==> config.mk <==
export PLATFORM = sky130hd
export DESIGN_NAME = pcm_byte_stream_sample_unpacker_core
export DESIGN_NICKNAME = d
export VERILOG_FILES = /design/src/rtl/core/pcmu_pkg.sv /design/src/rtl/core/pcmu_cfg_regs.sv /design/src/rtl/core/pcmu_in_reg.sv /design/src/rtl/core/pcmu_unpack.sv /design/src/rtl/core/pcmu_out_reg.sv /design/src/rtl/core/pcm_byte_stream_sample_unpacker_core.sv
export SDC_FILE = /design/constraint.sdc
export NUM_CORES = 1
export LEC_CHECK = 0
export BUFFER_PORTS_ARGS = -buffer_cell sky130_fd_sc_hd__clkbuf_2
export CAP_MARGIN = 30
export CELL_PAD_IN_SITES_DETAIL_PLACEMENT = 2
export CELL_PAD_IN_SITES_GLOBAL_PLACEMENT = 2
export CORE_UTILIZATION = 34
export CTS_CLUSTER_SIZE = 40
export DETAILED_ROUTE_END_ITERATION = 12
export GPL_TIMING_DRIVEN = 0
export PLACE_DENSITY_LB_ADDON = 0.2
export SETUP_SLACK_MARGIN = 0.05
export SYNTH_ARGS = -nofsm -noshare
export SYNTH_HDL_FRONTEND = slang
export SYNTH_HIERARCHICAL = 1
export SYNTH_SLANG_ARGS = --single-unit
==> constraint.sdc <==
create_clock -name clk -period 6.7 [get_ports clk]
set_input_delay 1.34 -clock clk [delete_from_list [all_inputs] [get_ports clk]]
set_output_delay 1.34 -clock clk [all_outputs]
set_load 0.005 [all_outputs]
==> src/rtl/core/pcmu_pkg.sv <==
package pcmu_pkg;

  localparam int MAX_CHANNELS_DEF = 8;

  localparam int CFG_ADDR_W = 2;
  localparam int CFG_DATA_W = 32;

  localparam logic [CFG_ADDR_W-1:0] CFG_BYTES_PER_SAMPLE   = 2'd0;
  localparam logic [CFG_ADDR_W-1:0] CFG_CHANNELS_IN_FRAME  = 2'd1;
  localparam logic [CFG_ADDR_W-1:0] CFG_FIRST_CHANNEL_ONLY = 2'd2;
  localparam logic [CFG_ADDR_W-1:0] CFG_FRAME_LIMIT        = 2'd3;

  localparam logic [2:0] BYTES_PER_SAMPLE_RST  = 3'd2;
  localparam logic [3:0] CHANNELS_IN_FRAME_RST = 4'd2;

  localparam logic [2:0] BYTES_MIN = 3'd1;
  localparam logic [2:0] BYTES_MAX = 3'd4;
  localparam logic [8:0] U8_OFFSET = 9'd255;

  typedef struct packed {
    logic [2:0]  bytes_per_sample;
    logic [3:0]  channels_in_frame;
    logic        first_channel_only;
    logic [31:0] frame_limit;
  } cfg_t;

  typedef struct packed {
    logic [7:0] data_byte;
    logic       start_stream;
  } in_item_t;

  typedef struct packed {
    logic signed [31:0] sample_value;
    logic [2:0]         channel_index;
    logic               frame_end;
    logic               stream_end;
  } result_t;

endpackage

==> src/rtl/core/pcmu_cfg_regs.sv <==
module pcmu_cfg_regs
  import pcmu_pkg::*;
(
  input  logic                  clk,
  input  logic                  rst_n,
  input  logic                  cfg_wr_en,
  input  logic [CFG_ADDR_W-1:0] cfg_addr,
  input  logic [CFG_DATA_W-1:0] cfg_wdata,
  output cfg_t                  cfg
);

  cfg_t cfg_r;
  cfg_t cfg_nxt;

  always_comb begin
    cfg_nxt = cfg_r;
    if (cfg_wr_en) begin
      unique case (cfg_addr)
        CFG_BYTES_PER_SAMPLE:   cfg_nxt.bytes_per_sample   = cfg_wdata[2:0];
        CFG_CHANNELS_IN_FRAME:  cfg_nxt.channels_in_frame  = cfg_wdata[3:0];
        CFG_FIRST_CHANNEL_ONLY: cfg_nxt.first_channel_only = cfg_wdata[0];
        CFG_FRAME_LIMIT:        cfg_nxt.frame_limit        = cfg_wdata[31:0];
        default:                cfg_nxt = cfg_r;
      endcase
    end
  end

  always_ff @(posedge clk) begin
    if (!rst_n) begin
      cfg_r.bytes_per_sample   <= BYTES_PER_SAMPLE_RST;
      cfg_r.channels_in_frame  <= CHANNELS_IN_FRAME_RST;
      cfg_r.first_channel_only <= 1'b0;
      cfg_r.frame_limit        <= '0;
    end else begin
      cfg_r <= cfg_nxt;
    end
  end

  assign cfg = cfg_r;

endmodule

==> src/rtl/core/pcmu_in_reg.sv <==
module pcmu_in_reg
  import pcmu_pkg::*;
(
  input  logic     clk,
  input  logic     rst_n,
  input  logic     in_tvalid,
  output logic     in_tready,
  input  in_item_t in_item,
  input  logic     advance,
  output logic     item_valid,
  output in_item_t item
);

  logic     valid_r;
  logic     valid_nxt;
  in_item_t item_r;
  logic     take;

  assign in_tready = !valid_r || advance;
  assign take      = in_tvalid && in_tready;

  always_comb begin
    valid_nxt = valid_r;
    if (take) begin
      valid_nxt = 1'b1;
    end else if (advance) begin
      valid_nxt = 1'b0;
    end
  end

  always_ff @(posedge clk) begin
    if (!rst_n) begin
      valid_r <= 1'b0;
    end else begin
      valid_r <= valid_nxt;
    end
  end

  always_ff @(posedge clk) begin
    if (take) begin
      item_r <= in_item;
    end
  end

  assign item_valid = valid_r;
  assign item       = item_r;

endmodule

==> src/rtl/core/pcmu_unpack.sv <==
module pcmu_unpack
  import pcmu_pkg::*;
#(
  parameter int MAX_CHANNELS = MAX_CHANNELS_DEF
) (
  input  logic     clk,
  input  logic     rst_n,
  input  cfg_t     cfg,
  input  logic     advance,
  input  in_item_t item,
  output logic     res_valid,
  output result_t  res
);

  localparam int          CH_CAP_I = (MAX_CHANNELS > 15) ? 15 : MAX_CHANNELS;
  localparam logic [3:0]  CH_CAP   = 4'(CH_CAP_I);

  logic [1:0]  bp_r, bp_nxt;
  logic [2:0]  ch_r, ch_nxt;
  logic [31:0] fd_r, fd_nxt;
  logic [23:0] part_r, part_nxt;

  logic [1:0]  bp_e;
  logic [2:0]  ch_e;
  logic [31:0] fd_e;
  logic [23:0] part_e;

  logic        active;
  logic [2:0]  nb;
  logic [2:0]  nb_m1;
  logic [1:0]  pad_bytes;
  logic [3:0]  nch;
  logic        gather;
  logic [31:0] word;
  logic [8:0]  u8_diff;
  logic [31:0] value;
  logic        last_ch;
  logic        last_frame;
  logic        emit;

  assign bp_e   = item.start_stream ? '0 : bp_r;
  assign ch_e   = item.start_stream ? '0 : ch_r;
  assign fd_e   = item.start_stream ? '0 : fd_r;
  assign part_e = item.start_stream ? '0 : part_r;

  assign active = fd_e < cfg.frame_limit;

  always_comb begin
    nb = cfg.bytes_per_sample;
    if (cfg.bytes_per_sample < BYTES_MIN) begin
      nb = BYTES_MIN;
    end else if (cfg.bytes_per_sample > BYTES_MAX) begin
      nb = BYTES_MAX;
    end
  end

  always_comb begin
    nch = cfg.channels_in_frame;
    if (cfg.channels_in_frame == 4'd0) begin
      nch = 4'd1;
    end else if (cfg.channels_in_frame > CH_CAP) begin
      nch = CH_CAP;
    end
  end

  assign nb_m1     = nb - 3'd1;
  assign pad_bytes = 2'(BYTES_MAX - nb);
  assign gather    = {1'b0, bp_e} < nb_m1;

  assign word    = {8'd0, part_e} | ({24'd0, item.data_byte} << {nb_m1[1:0], 3'b000});
  assign u8_diff = {item.data_byte, 1'b0} - U8_OFFSET;
  assign value   = (nb == BYTES_MIN) ? {u8_diff, 23'd0} : (word << {pad_bytes, 3'b000});

  assign last_ch    = {1'b0, ch_e} >= (nch - 4'd1);
  assign last_frame = last_ch && ((fd_e + 32'd1) == cfg.frame_limit);
  assign emit       = !cfg.first_channel_only || (ch_e == 3'd0);

  always_comb begin
    bp_nxt   = bp_e;
    ch_nxt   = ch_e;
    fd_nxt   = fd_e;
    part_nxt = part_e;
    if (active) begin
      if (gather) begin
        part_nxt = part_e | ({16'd0, item.data_byte} << {bp_e, 3'b000});
        bp_nxt   = bp_e + 2'd1;
      end else begin
        part_nxt = '0;
        bp_nxt   = '0;
        if (last_ch) begin
          ch_nxt = '0;
          fd_nxt = fd_e + 32'd1;
        end else begin
          ch_nxt = ch_e + 3'd1;
        end
      end
    end
  end

  always_ff @(posedge clk) begin
    if (!rst_n) begin
      bp_r   <= '0;
      ch_r   <= '0;
      fd_r   <= '0;
      part_r <= '0;
    end else if (advance) begin
      bp_r   <= bp_nxt;
      ch_r   <= ch_nxt;
      fd_r   <= fd_nxt;
      part_r <= part_nxt;
    end
  end

  assign res_valid         = advance && active && !gather && emit;
  assign res.sample_value  = value;
  assign res.channel_index = ch_e;
  assign res.frame_end     = last_ch;
  assign res.stream_end    = last_frame;

endmodule

==> src/rtl/core/pcmu_out_reg.sv <==
module pcmu_out_reg
  import pcmu_pkg::*;
(
  input  logic    clk,
  input  logic    rst_n,
  input  logic    load,
  input  result_t res,
  output logic    out_tvalid,
  input  logic    out_tready,
  output result_t out_res
);

  logic    valid_r;
  logic    valid_nxt;
  result_t res_r;

  always_comb begin
    valid_nxt = valid_r;
    if (load) begin
      valid_nxt = 1'b1;
    end else if (out_tready) begin
      valid_nxt = 1'b0;
    end
  end

  always_ff @(posedge clk) begin
    if (!rst_n) begin
      valid_r <= 1'b0;
    end else begin
      valid_r <= valid_nxt;
    end
  end

  always_ff @(posedge clk) begin
    if (load) begin
      res_r <= res;
    end
  end

  assign out_tvalid = valid_r;
  assign out_res    = res_r;

endmodule

==> src/rtl/core/pcm_byte_stream_sample_unpacker_core.sv <==
// Linear PCM byte stream sample unpacker.
// Input stream: one byte of the wave data chunk per request on in_tdata; in_tuser
// set on a request clears the byte, channel and frame counters before that byte.
// Output stream: one decoded sample per request, a signed Q1.31 value on
// out_tdata, channel number and final-frame flag on out_tuser, and out_tlast on
// the last channel of each frame. With first_channel_only set, only channel 0
// samples appear. Bytes that do not finish a sample, and all bytes past the
// configured frame count, give no output request.
// Path: a byte accepted into the input register is decoded combinationally and
// its sample loads the output register when the output is free. Throughput:
// one byte per cycle unless the output stalls; the counter loop is combinational.
// Config: write registers through cfg_wr_en/cfg_addr/cfg_wdata while the stream
// is idle. Reset (rst_n low, synchronous) restores register defaults, clears
// all counters and empties both the input and output registers.
// Stall: while out_tready is low and a sample waits, the byte in the input
// register holds, whether or not it finishes a sample, and in_tready drops.
module pcm_byte_stream_sample_unpacker_core
  import pcmu_pkg::*;
#(
  parameter int MAX_CHANNELS = MAX_CHANNELS_DEF
) (
  input  logic                  clk,
  input  logic                  rst_n,
  input  logic                  in_tvalid,
  output logic                  in_tready,
  input  logic [7:0]            in_tdata,    // [7:0] data_byte
  input  logic                  in_tuser,    // [0] start_stream
  output logic                  out_tvalid,
  input  logic                  out_tready,
  output logic [31:0]           out_tdata,   // [31:0] sample_value
  output logic [3:0]            out_tuser,   // [2:0] channel_index, [3] stream_end
  output logic                  out_tlast,   // frame_end
  input  logic                  cfg_wr_en,
  input  logic [CFG_ADDR_W-1:0] cfg_addr,
  input  logic [CFG_DATA_W-1:0] cfg_wdata
);

  cfg_t     cfg;
  in_item_t in_item;
  in_item_t item;
  logic     item_valid;
  logic     advance;
  logic     res_valid;
  result_t  res;
  result_t  out_res;

  assign in_item.data_byte    = in_tdata;
  assign in_item.start_stream = in_tuser;

  assign advance = item_valid && (!out_tvalid || out_tready);

  pcmu_cfg_regs u_cfg_regs (
    .clk       (clk),
    .rst_n     (rst_n),
    .cfg_wr_en (cfg_wr_en),
    .cfg_addr  (cfg_addr),
    .cfg_wdata (cfg_wdata),
    .cfg       (cfg)
  );

  pcmu_in_reg u_in_reg (
    .clk        (clk),
    .rst_n      (rst_n),
    .in_tvalid  (in_tvalid),
    .in_tready  (in_tready),
    .in_item    (in_item),
    .advance    (advance),
    .item_valid (item_valid),
    .item       (item)
  );

  pcmu_unpack #(
    .MAX_CHANNELS (MAX_CHANNELS)
  ) u_unpack (
    .clk       (clk),
    .rst_n     (rst_n),
    .cfg       (cfg),
    .advance   (advance),
    .item      (item),
    .res_valid (res_valid),
    .res       (res)
  );

  pcmu_out_reg u_out_reg (
    .clk        (clk),
    .rst_n      (rst_n),
    .load       (res_valid),
    .res        (res),
    .out_tvalid (out_tvalid),
    .out_tready (out_tready),
    .out_res    (out_res)
  );

  assign out_tdata = out_res.sample_value;
  assign out_tuser = {out_res.stream_end, out_res.channel_index};
  assign out_tlast = out_res.frame_end;

  a_load_has_room: assert property (@(posedge clk) disable iff (!rst_n)
    res_valid |-> (!out_tvalid || out_tready))
    else $error("result loaded over a waiting sample");

  a_stream_end_on_frame_end: assert property (@(posedge clk) disable iff (!rst_n)
    out_tvalid && out_tuser[3] |-> out_tlast)
    else $error("final-frame flag without frame end");

  a_no_result_without_byte: assert property (@(posedge clk) disable iff (!rst_n)
    $rose(out_tvalid) |-> $past(item_valid))
    else $error("sample appeared without a held byte");

endmodule

==> results of run 1 <==
cell usage after synthesis (4+ instances only):
cell        n  area [um^2]
a21boi_0    4         30.0
a32o_1     24          240
a21oi_1    39          195
buf_6       6         67.6
nor4b_1     4         35.0
xnor2_1    38          333
o211ai_1    7         52.6
or2_2       4         25.0
nor2b_1    30          188
dfxtp_1   103         2060
and2_1     12         75.1
nand4_1    15         93.8
and4_1      5         43.8
clkbuf_1   36          135
nand2_1   146          548
nor2_1     53          199
and4b_1     4         40.0
edfxtp_1   46         1380
o21ai_0    21          105
nand3_1    19         95.1
nand3b_1    5         37.5
mux2i_1    56          561
ha_1       33          413
a311oi_1    6         52.6
buf_1       4         15.0
buf_2       7         35.0
nand2b_1    9         56.3
and3_1     14         87.6
a31oi_1    10         62.6
a211oi_1    7         52.6
or3_1       5         31.3
o211a_1     6         60.1
a21o_1     13         97.6
nor4_1      5         31.3
xor2_1      8         70.1
inv_1      47          176
nor3_1     21          105
through the flow:
step	instance area (um^2)	hold WS, ns	utilization
5_1_grt	10200	0.484	0.406
6_report	10200	0.459	0.406
2_1_floorplan	8650	0.434	-
3_3_place_gp	9500	0.443	0.379
3_5_place_dp	9530	0.452	0.381
4_1_cts	10100	0.464	0.405
state kept, by name, indices dropped and copies added, names as in the netlist:
| name | count |
|---|---|
| u_unpack/part_r | 24 |
| u_unpack/bp_r | 2 |
| u_in_reg/item_valid | 1 |
| u_unpack/ch_r | 3 |
| u_out_reg/out_tvalid | 1 |
| u_unpack/fd_r | 32 |
| u_out_reg/out_res | 37 |
| u_cfg_regs/cfg | 40 |
| u_in_reg/item | 9 |
power by group through the flow:
stage          logic, mW  clock network (mW)  registers [mW]
5_1_grt            0.257                1.05           0.980
4_1_cts            0.238                1.02           0.978
6_report           0.237               0.997           0.977
3_5_place_dp       0.235                   0           0.998
2_1_floorplan      0.139                   0           0.991
3_3_place_gp       0.225                   0           0.998
worst max-delay path by stage:
stage / slack (ns) / endpoint
after global placement: -2.64 / u_out_reg/out_res[0]
after CTS: 0.24 / u_out_reg/out_res[0]
after floorplan: 0.35 / u_out_reg/out_res[0]
after global routing: 0.09 / u_unpack/fd_r[27]
after detailed placement: 0.27 / u_out_reg/out_res[34]
final: 0.29 / u_unpack/fd_r[9]
worst max-delay path, cell delays in order, from the launching register on:
cell and delay [ns]:
edfxtp_1 0.40, buf_6 0.18, clkbuf_1 0.58, buf_1 0.66, clkbuf_1 0.48, clkbuf_1 0.54
nor2_1 0.13, ha_1 0.31, nand3_1 0.10, a221o_1 0.12, a311oi_1 0.06, nor3_1 0.33
o211ai_1 0.38, nor2_1 0.73, buf_2 0.42, buf_1 0.55, nand4_1 0.17, o211ai_1 0.15
cells by family after synthesis:
group                    count (synthesis)  share of synthesized area
AO/OA/AOI/OAI                          182                      0.156
XOR/XNOR                                47                     0.0492
adder cells (fa/ha/maj)                 36                     0.0512
buffers and inverters                  107                     0.0541
flip-flops                             149                      0.398
multiplexers                            58                     0.0674
AND/OR/NAND/NOR                        375                      0.224
routing by layer:
metal / part of all wire / global-route usage
met2: 0.49 / 0.421
met1: 0.46 / 0.329
met3: 0.040 / 0.0365
met5: 0 / 0
met4: 0.013 / 0.0639
final cells by class:
cell class | count | share of cell area
multi-input combinational | 698 | 0.468
sequential | 149 | 0.339
timing repair buffer | 91 | 0.0470
clock buffer | 17 | 0.0419
tap | 330 | 0.0406
buffer | 57 | 0.0276
inverter | 50 | 0.0185
clock inverter | 15 | 0.0179
==> impl_results.md, run 1 <==
* Seq pwr share at 0.442
* Clk slew on worst S/H paths at 0.07 ns
* Bufs on Longest Clock Path at 2
* Synthesized cell area at 8650 um^2
* RR Endpoint: u_unpack/fd_r[9]
* Overall Power at 2.21 mW
* Setup Viol. Count Final at 0
* Crit path kind: reg -> reg
* Routed wire length at 31200 um
* Total gr overflow at 0
* Setup_tns at 0 ns
* Asr flop ratio synth at 0
* Syn_area_per_cell at 9.07 um^2
* N_diodes at 0
* CP Data Required Time at around 7.1 ns
* R2R cell count at 17
* Number of max-cap violations at 0
* Mapped Cells at between 900 and 1000
* CTS root buf: clkbuf_16
* Post_cts resized at 0
* Remaining DRCs at 0
* Core box area at roughly 25000 um^2
* Yosys reg bits at roughly 150
* Combinational share of power at 0.107
* Fmax achieved at 156 MHz
* WL/cell at 22.2 um
* Inst Count DP at 1373
* First-pass GRT wire length at 49200 um
* Final Skew at 0.0124 ns
* P_leak at 3.89 nW
* Power density cells at 218 nW/um^2
* Num CTS Buffers at 17
* Starting Density at 0.346
* Initial antenna violation count at 0
* H-tree level count at 4
* Drt first pass iters at 4
* Sw frac at 0.303
* Die Y at 162 um
* Final cell count without fillers at between 1000 and 1500
* Final antenna-violating net count at 0
* Hold Crit Endpoint: u_cfg_regs/cfg[37]
* CTS tree: yes
* Max Fanout on Critical Path at 10
* Worst hold path stage count at 2
* R2r setup slk at 0.29 ns
* Commonest non-fill, non-tap cell in the layout: nand2_1
* Hold-fix buffer count after cts at 0
* Register area at 3440 um^2
* Post-CTS Setup Bufs at 0
* Mapped Nets at between 1000 and 1500
* GP Congestion at 0.839
* Worst reg2reg startpoint: u_in_reg/item[0]
* Nets at 1145
* Die Wd at 162 um
* Pre-CTS WS at 0.266 ns
* Port Buffer Count at 86
* Clock share of power at 0.451
* DR vias at 7852
* Fillcell total at 2824
* Top Ports at 87
* Arr. time, crit path at ~6.8 ns
* Vias in the first global route at 8374
* Skew-Pair Late Insertion Delay at roughly 0.44 ns
* Status: finished, final reports clean
* CP startpoint: u_in_reg/item[0]
* Most frequent cells in the layout: nand2_1 (146), dfxtp_1 (103), clkbuf_2 (87)
* Period minus WS final at 6.41 ns
* Endpoint type of the worst setup path: flop
* Main flop type after synthesis: dfxtp_1
* Clock net sink count at 149
* Total track usage at 0.248
* Startpoint types: flop
* DRT iter0 DRCs at a little under 500
* Power Internal at about 1.5 mW
* Unrepaired setup endpoints after global routing: no
* Area growth from synthesis to layout at 17.5%
* Max IR drop VDD at 0.126 mV
* NetSw at between 600 and 700 uW
* Share of layout cells above drive strength 1 at 0.153
* Synth unique cells at just under 90
* Max Slew Vio Count at 0
* Row Count at 58
* Synth warnings at 6
* EDFF count, synth at 46
* Hold Path Class: reg -> reg
* Setup ws final at just under 0.3 ns
* Via density at 5.58
* HP Start: u_cfg_regs/cfg[37]
* Largest net degree at the start of global routing at 23
* Least-Margin Pin Slew at approximately 1.2 ns
* Die footprint at between 20000 and 30000 um^2
* Slew margin rel. at 0.188
* Part of the Yosys area used for sequential elements at 0.398
* Detailed Place HPWL at 23100 um
* Final cycle utilization of the critical path at 0.956
* Final Hold Viols at 0
* Multi-input logic area at approximately 4800 um^2
No activity file was read; power rests on OpenSTA's default activity.
==> run 2, diff against run 1 <==
- CORE_MARGIN: not set -> 2
- RECOVER_POWER: not set -> 25
==> impl_results.md, run 2 (synthesis gave the netlist of run 1 again) <==
* P_leak at 3.85 nW
* Most frequent cells in the layout: nand2_1 (146), dfxtp_1 (103), clkbuf_2 (79)
* DRT iter0 DRCs at 336
* Max Fanout on Critical Path at 10
* Starting Density at 0.345
* Max reg flops at 40
* Critical-path cell list: buf_6 > clkbuf_1 > clkbuf_2 > clkbuf_1 > clkbuf_1 > nor2_1 > ha_1 > nand3_1 > a221o_1 > a311oi_1 > nor3_1 > o211ai_1 > o31a_1 > clkbuf_1 > clkbuf_1 > a32o_1
* Max incr delay on CP at 0.72 ns
* Remaining DRCs at 0
* CTS tree: yes
* Slew margin rel. at 0.250
* Final Hold Viols at 0
* Inst Count DP at 1373
* N_diodes at 0
* Die Y at 164 um
* Die footprint at roughly 27000 um^2
* WL/cell at 22.2 um
* Startpoint types: flop
* Critical path's most frequent cell: clkbuf_1
* GP Congestion at 0.868
* Nets at between 1000 and 1500
* Endpoint type of the worst setup path: flop
* Total gr overflow at 0
* Die Wd at 164 um
* Clock net sink count at 149
* Bufs on Longest Clock Path at 2
* Arr. time, crit path at 6.66 ns
* Max Slew Vio Count at 0
* DR vias at 7810
* Commonest non-fill, non-tap cell in the layout: nand2_1
* Vias in the first global route at ~8300
* Clk slew on worst S/H paths at 0.08 ns
* CP startpoint: u_in_reg/item[0]
* Setup_tns at 0 ns
* Status: finished, final reports clean
* First-pass GRT wire length at 48700 um
* Largest net degree at the start of global routing at 23
* Final antenna-violating net count at 0
* Routed wire length at 31300 um
* Hold WS at 0.463 ns
* Num CTS Buffers at 17
* Worst reg2reg startpoint: u_in_reg/item[0]
* Placed Area at around 9500 um^2
* Drt first pass iters at 5
* CP Data Required Time at 7.08 ns
* Port Buffer Count at between 80 and 90
* Skew-Pair Late Insertion Delay at ~0.44 ns
* Final Skew at ~0.013 ns
* Hold Path Class: reg -> reg
* Fin area at 10100 um^2
* Final cycle utilization of the critical path at 0.938
* Top Ports at 87
* Post-CTS Setup Bufs at 0
* Area growth from synthesis to layout at 17.2%
* Number of max-cap violations at 0
* Unrepaired setup endpoints after global routing: no
* Initial antenna violation count at 0
* CTS root buf: clkbuf_16
* Least-Margin Pin Slew at 1.10 ns
* Setup Viol. Count Final at 0
* Period minus WS final at approximately 6.3 ns
* Core box area at 25100 um^2
* Total track usage at 0.241
* Via density at 5.55
* Fmax achieved at 159 MHz
* H-tree level count at 4
* HP Start: u_cfg_regs/cfg[6]
* Row Count at 58
* Share of layout cells above drive strength 1 at 0.143
* Detailed Place HPWL at 23100 um
* Final cell count without fillers at 1406
* Max IR drop VDD at 0.152 mV
* Power density cells at between 200 and 250 nW/um^2
* Crit path kind: reg -> reg
* Worst path slowest cell: o211ai_1
==> run 2: critical path, delay by kind of cell (launching register included) <==
kind                     cells  cell delay [ns]
buffers and inverters        7             3.29
AO/OA/AOI/OAI                5             1.80
flip-flops                   1             0.44
AND/OR/NAND/NOR              3             0.35
adder cells (fa/ha/maj)      1             0.31
==> run 2: timing repair <==
| action | 4_1_cts | 5_1_grt |
|---|---|---|
| hold buffers | 0 | 0 |
| gates resized for setup | 0 | 2 |
| endpoints found under the setup margin | 0 | 13 |
==> run 2: routing by layer <==
metal | vias to the layer above | track usage | wire length [um]
met1 | 3961 | 0.319 | 14500
met2 | 152 | 0.408 | 15100
met3 | 42 | 0.0350 | 1050
met4 | 0 | 0.0710 | 529
met5 | - | 0 | 0
li1 | 3655 | - | -
==> run 2: layout make-up <==
type	count	area [um^2]
repair buffers	90	462
plain buffers	57	278
inverters	50	188
clock inverters	15	176
well taps	330	413
multi-input cells	698	4760
clock buffers	17	425
fillers	2862	15000
flip-flops and latches	149	3440
==> run 2: worst paths after layout <==
kind | to | slack [ns] | depth (start not counted)
max reg2reg | u_unpack/part_r[8] | 0.42 | 16
min | u_cfg_regs/cfg[6] | 0.46 | 2
max | u_unpack/part_r[8] | 0.42 | 16
min reg2reg | u_cfg_regs/cfg[6] | 0.46 | 2
==> run 2: metrics by stage <==
step           setup slack, ns   util  total power, mW
2_1_floorplan            0.347      -             1.13
3_3_place_gp             -2.75  0.378             1.22
3_5_place_dp             0.106  0.380             1.24
4_1_cts                 0.0579  0.404             2.22
5_1_grt                  0.198  0.404             2.29
6_report                 0.418  0.404             2.20
==> run 2: power breakdown <==
group / internal, mW / switching [mW]
combinational: 0.0819 / 0.156
sequential: 0.955 / 0.0233
clock: 0.504 / 0.484
total: 1.54 / 0.663
==> run 3, diff against run 2 <==
- CORE_UTILIZATION: 34 -> 33
- GPL_ROUTABILITY_DRIVEN: not set -> 0
- SLEW_MARGIN: not set -> 20
- SYNTH_HIERARCHICAL: 1 -> not set
==> impl_results.md, run 3 <==
* Share of the synthesized area in the top cell type at 0.247
* CP Capture Point: u_out_reg.out_res[34]
* Final antenna-violating net count at 0
* Worst reg2reg startpoint: u_in_reg.item[0]
* CTS root buf: clkbuf_16
* Commonest non-fill, non-tap cell in the layout: nand2_1
* Row Count at 58
* Worst path slowest cell: clkbuf_1
* Max IR drop VDD at 0.132 mV
* Least-Margin Pin Slew at about 0.94 ns
* Placed Area at 9240 um^2
* RR Endpoint: u_out_reg.out_res[34]
* Arr. time, crit path at 6.43 ns
* Die footprint at around 27000 um^2
* EDFF count, synth at between 40 and 50
* Area growth from synthesis to layout at 18.1%
* Routed wire length at 30500 um
* Drt first pass iters at 5
* Nets at 1141
* Asr flop ratio synth at 0
* Num CTS Buffers at 17
* Buf+Inv Stages, Crit Path at 10
* CP top delay family: buffers and inverters
* H-tree level count at 4
* Hold WS at 0.455 ns
* N_diodes at 0
* Starting Density at 0.334
* Met2 usage at 0.429
* Vias in the first global route at slightly above 8000
* Yosys top cell by area: dfxtp_1
* R2r setup slk at 0.41 ns
* Fin area at about 10000 um^2
* Yosys reg bits at 149
* Number of max-cap violations at 0
* Synth warnings at 0
* Setup ws final at 0.411 ns
* Port Buffer Count at 86
* Top Ports at 87
* Mapped Nets at 1029
* Crit path kind: reg -> reg
* Bufs on Longest Clock Path at 2
* Clk slew on worst S/H paths at 0.08 ns
* Hold Path Class: reg -> reg
* Most frequent cells in the layout: nand2_1 (143), dfxtp_1 (103), a21oi_1 (74)
* Via density at 5.48
* CTS tree: yes
* WL/cell at approximately 22 um
* Skew-Pair Late Insertion Delay at 0.44 ns
* Part of the Yosys area used for sequential elements at 0.413
* Most common cell in the netlist: nand2_1
* Die Y at 163 um
* Period minus WS final at 6.29 ns
* Final Skew at approximately 0.012 ns
* Max reg flops at 40
* Mapped Cells at 942
* DRT iter0 DRCs at 357
* Synthesized cell area at 8340 um^2
* Startpoint types: flop
* Share of layout cells above drive strength 1 at 0.134
* Final Hold Viols at 0
* Power density cells at 220 nW/um^2
* Finished Core Util at 0.395
* CP Data Required Time at 6.84 ns
* Critical-path cell list: buf_6 > buf_2 > buf_2 > buf_6 > clkbuf_1 > clkbuf_1 > clkbuf_2 > nor2b_1 > ha_1 > a21oi_1 > o21ai_0 > a221o_1 > a21oi_1 > nand4b_1 > clkbuf_1 > a2111oi_4 > buf_6 > buf_4
* Max Slew Vio Count at 0
* Synth unique cells at 69
* Stages on worst setup path at 18
* Total track usage at 0.237
* Grt met3 use at 0.0346
* Pre-CTS WS at -0.234 ns
* Max Fanout on Critical Path at 10
* Max incr delay on CP at 0.56 ns
* Status: finished, final reports clean
* Initial antenna violation count at 0
* P_leak at approximately 3.7 nW
* Final cycle utilization of the critical path at 0.939
* Setup Viol. Count Final at 0
* Endpoint type of the worst setup path: flop
* Die Wd at 163 um
* Remaining DRCs at 0
* Fmax achieved at 159 MHz
* M1 GR Usage at 0.293
* Core box area at approximately 25000 um^2
* DR vias at between 7000 and 8000
* Slew margin rel. at 0.370
* Syn_area_per_cell at about 9 um^2
* Global routing's busiest layer: met2
* Worst hold path stage count at 2
* R2R cell count at 18
* First-pass GRT wire length at 47800 um
* Clock net sink count at 149
* Top cells by area, synth: dfxtp_1 (25%), edfxtp_1 (17%), nand2_1 (6.4%)
* Post-synth top cells: nand2_1 (143), dfxtp_1 (103), a21oi_1 (74)
* Total gr overflow at 0
* Main flop type after synthesis: dfxtp_1
* Largest net degree at the start of global routing at 19
* CP startpoint: u_in_reg.item[0]
* Unrepaired setup endpoints after global routing: no
* Detailed Place HPWL at 22500 um
run 3: power by group:
| group | leakage [nW] | switching [mW] | internal [mW] |
|---|---|---|---|
| clock network | 0.292 | 0.478 | 0.505 |
| logic | 2.10 | 0.145 | 0.0707 |
| registers | 1.26 | 0.0187 | 0.951 |
| total | 3.65 | 0.642 | 1.53 |
run 3: worst min-delay path: stages, from the launching register on:
cell and delay (ns):
dfxtp_1 0.31, nand2_1 0.05, a21oi_1 0.05
run 3: final cells by class:
class,instances,area [um^2]
Fill cell,2860,15100
Tap cell,330,413
Clock inverter,15,180
Multi-Input combinational cell,694,4500
Timing Repair Buffer,93,468
Clock buffer,17,425
Inverter,42,158
Buffer,57,259
Sequential cell,149,3440
run 3: metrics by stage:
stage | instances | TNS, ns | power, mW
after floorplan | 942 | 0 | 1.11
after global placement | 1358 | -97.91 | 1.19
after detailed placement | 1362 | -3.82 | 1.20
after CTS | 1396 | 0 | 2.19
after global routing | 1397 | 0 | 2.25
final | 1397 | 0 | 2.17
run 3: routing by layer:
| metal | routed length (um) | vias up |
|---|---|---|
| met5 | 0 | - |
| met4 | 414 | 0 |
| met3 | 1000 | 25 |
| met2 | 15500 | 156 |
| met1 | 13600 | 3880 |
| li1 | - | 3599 |
run 3: worst min-delay path by stage:
stage	startpoint	end
5_1_grt	u_cfg_regs.cfg[24]	u_cfg_regs.cfg[24]
3_3_place_gp	u_cfg_regs.cfg[18]	u_cfg_regs.cfg[18]
4_1_cts	u_cfg_regs.cfg[21]	u_cfg_regs.cfg[21]
6_report	u_cfg_regs.cfg[21]	u_cfg_regs.cfg[21]
2_1_floorplan	u_cfg_regs.cfg[10]	u_cfg_regs.cfg[10]
3_5_place_dp	u_cfg_regs.cfg[21]	u_cfg_regs.cfg[21]
run 3: logic make-up (layout without fill, tap and decap cells):
| family | Yosys count | count (layout) | synth area share |
|---|---|---|---|
| compound gates | 196 | 196 | 0.159 |
| xor+xnor | 48 | 48 | 0.0513 |
| fa+ha+maj | 39 | 39 | 0.0585 |
| buf+inv | 99 | 224 | 0.0498 |
| flops | 149 | 149 | 0.413 |
| mux | 33 | 33 | 0.0397 |
| simple gates | 378 | 378 | 0.228 |
run 3: timing repair:
action / CTS / global route
resized for setup: 1 / 2
buffers inserted: 2 / 0
hold buffers: 0 / 0
pin swaps: 1 / 0
endpoints found under the setup margin: 36 / 42
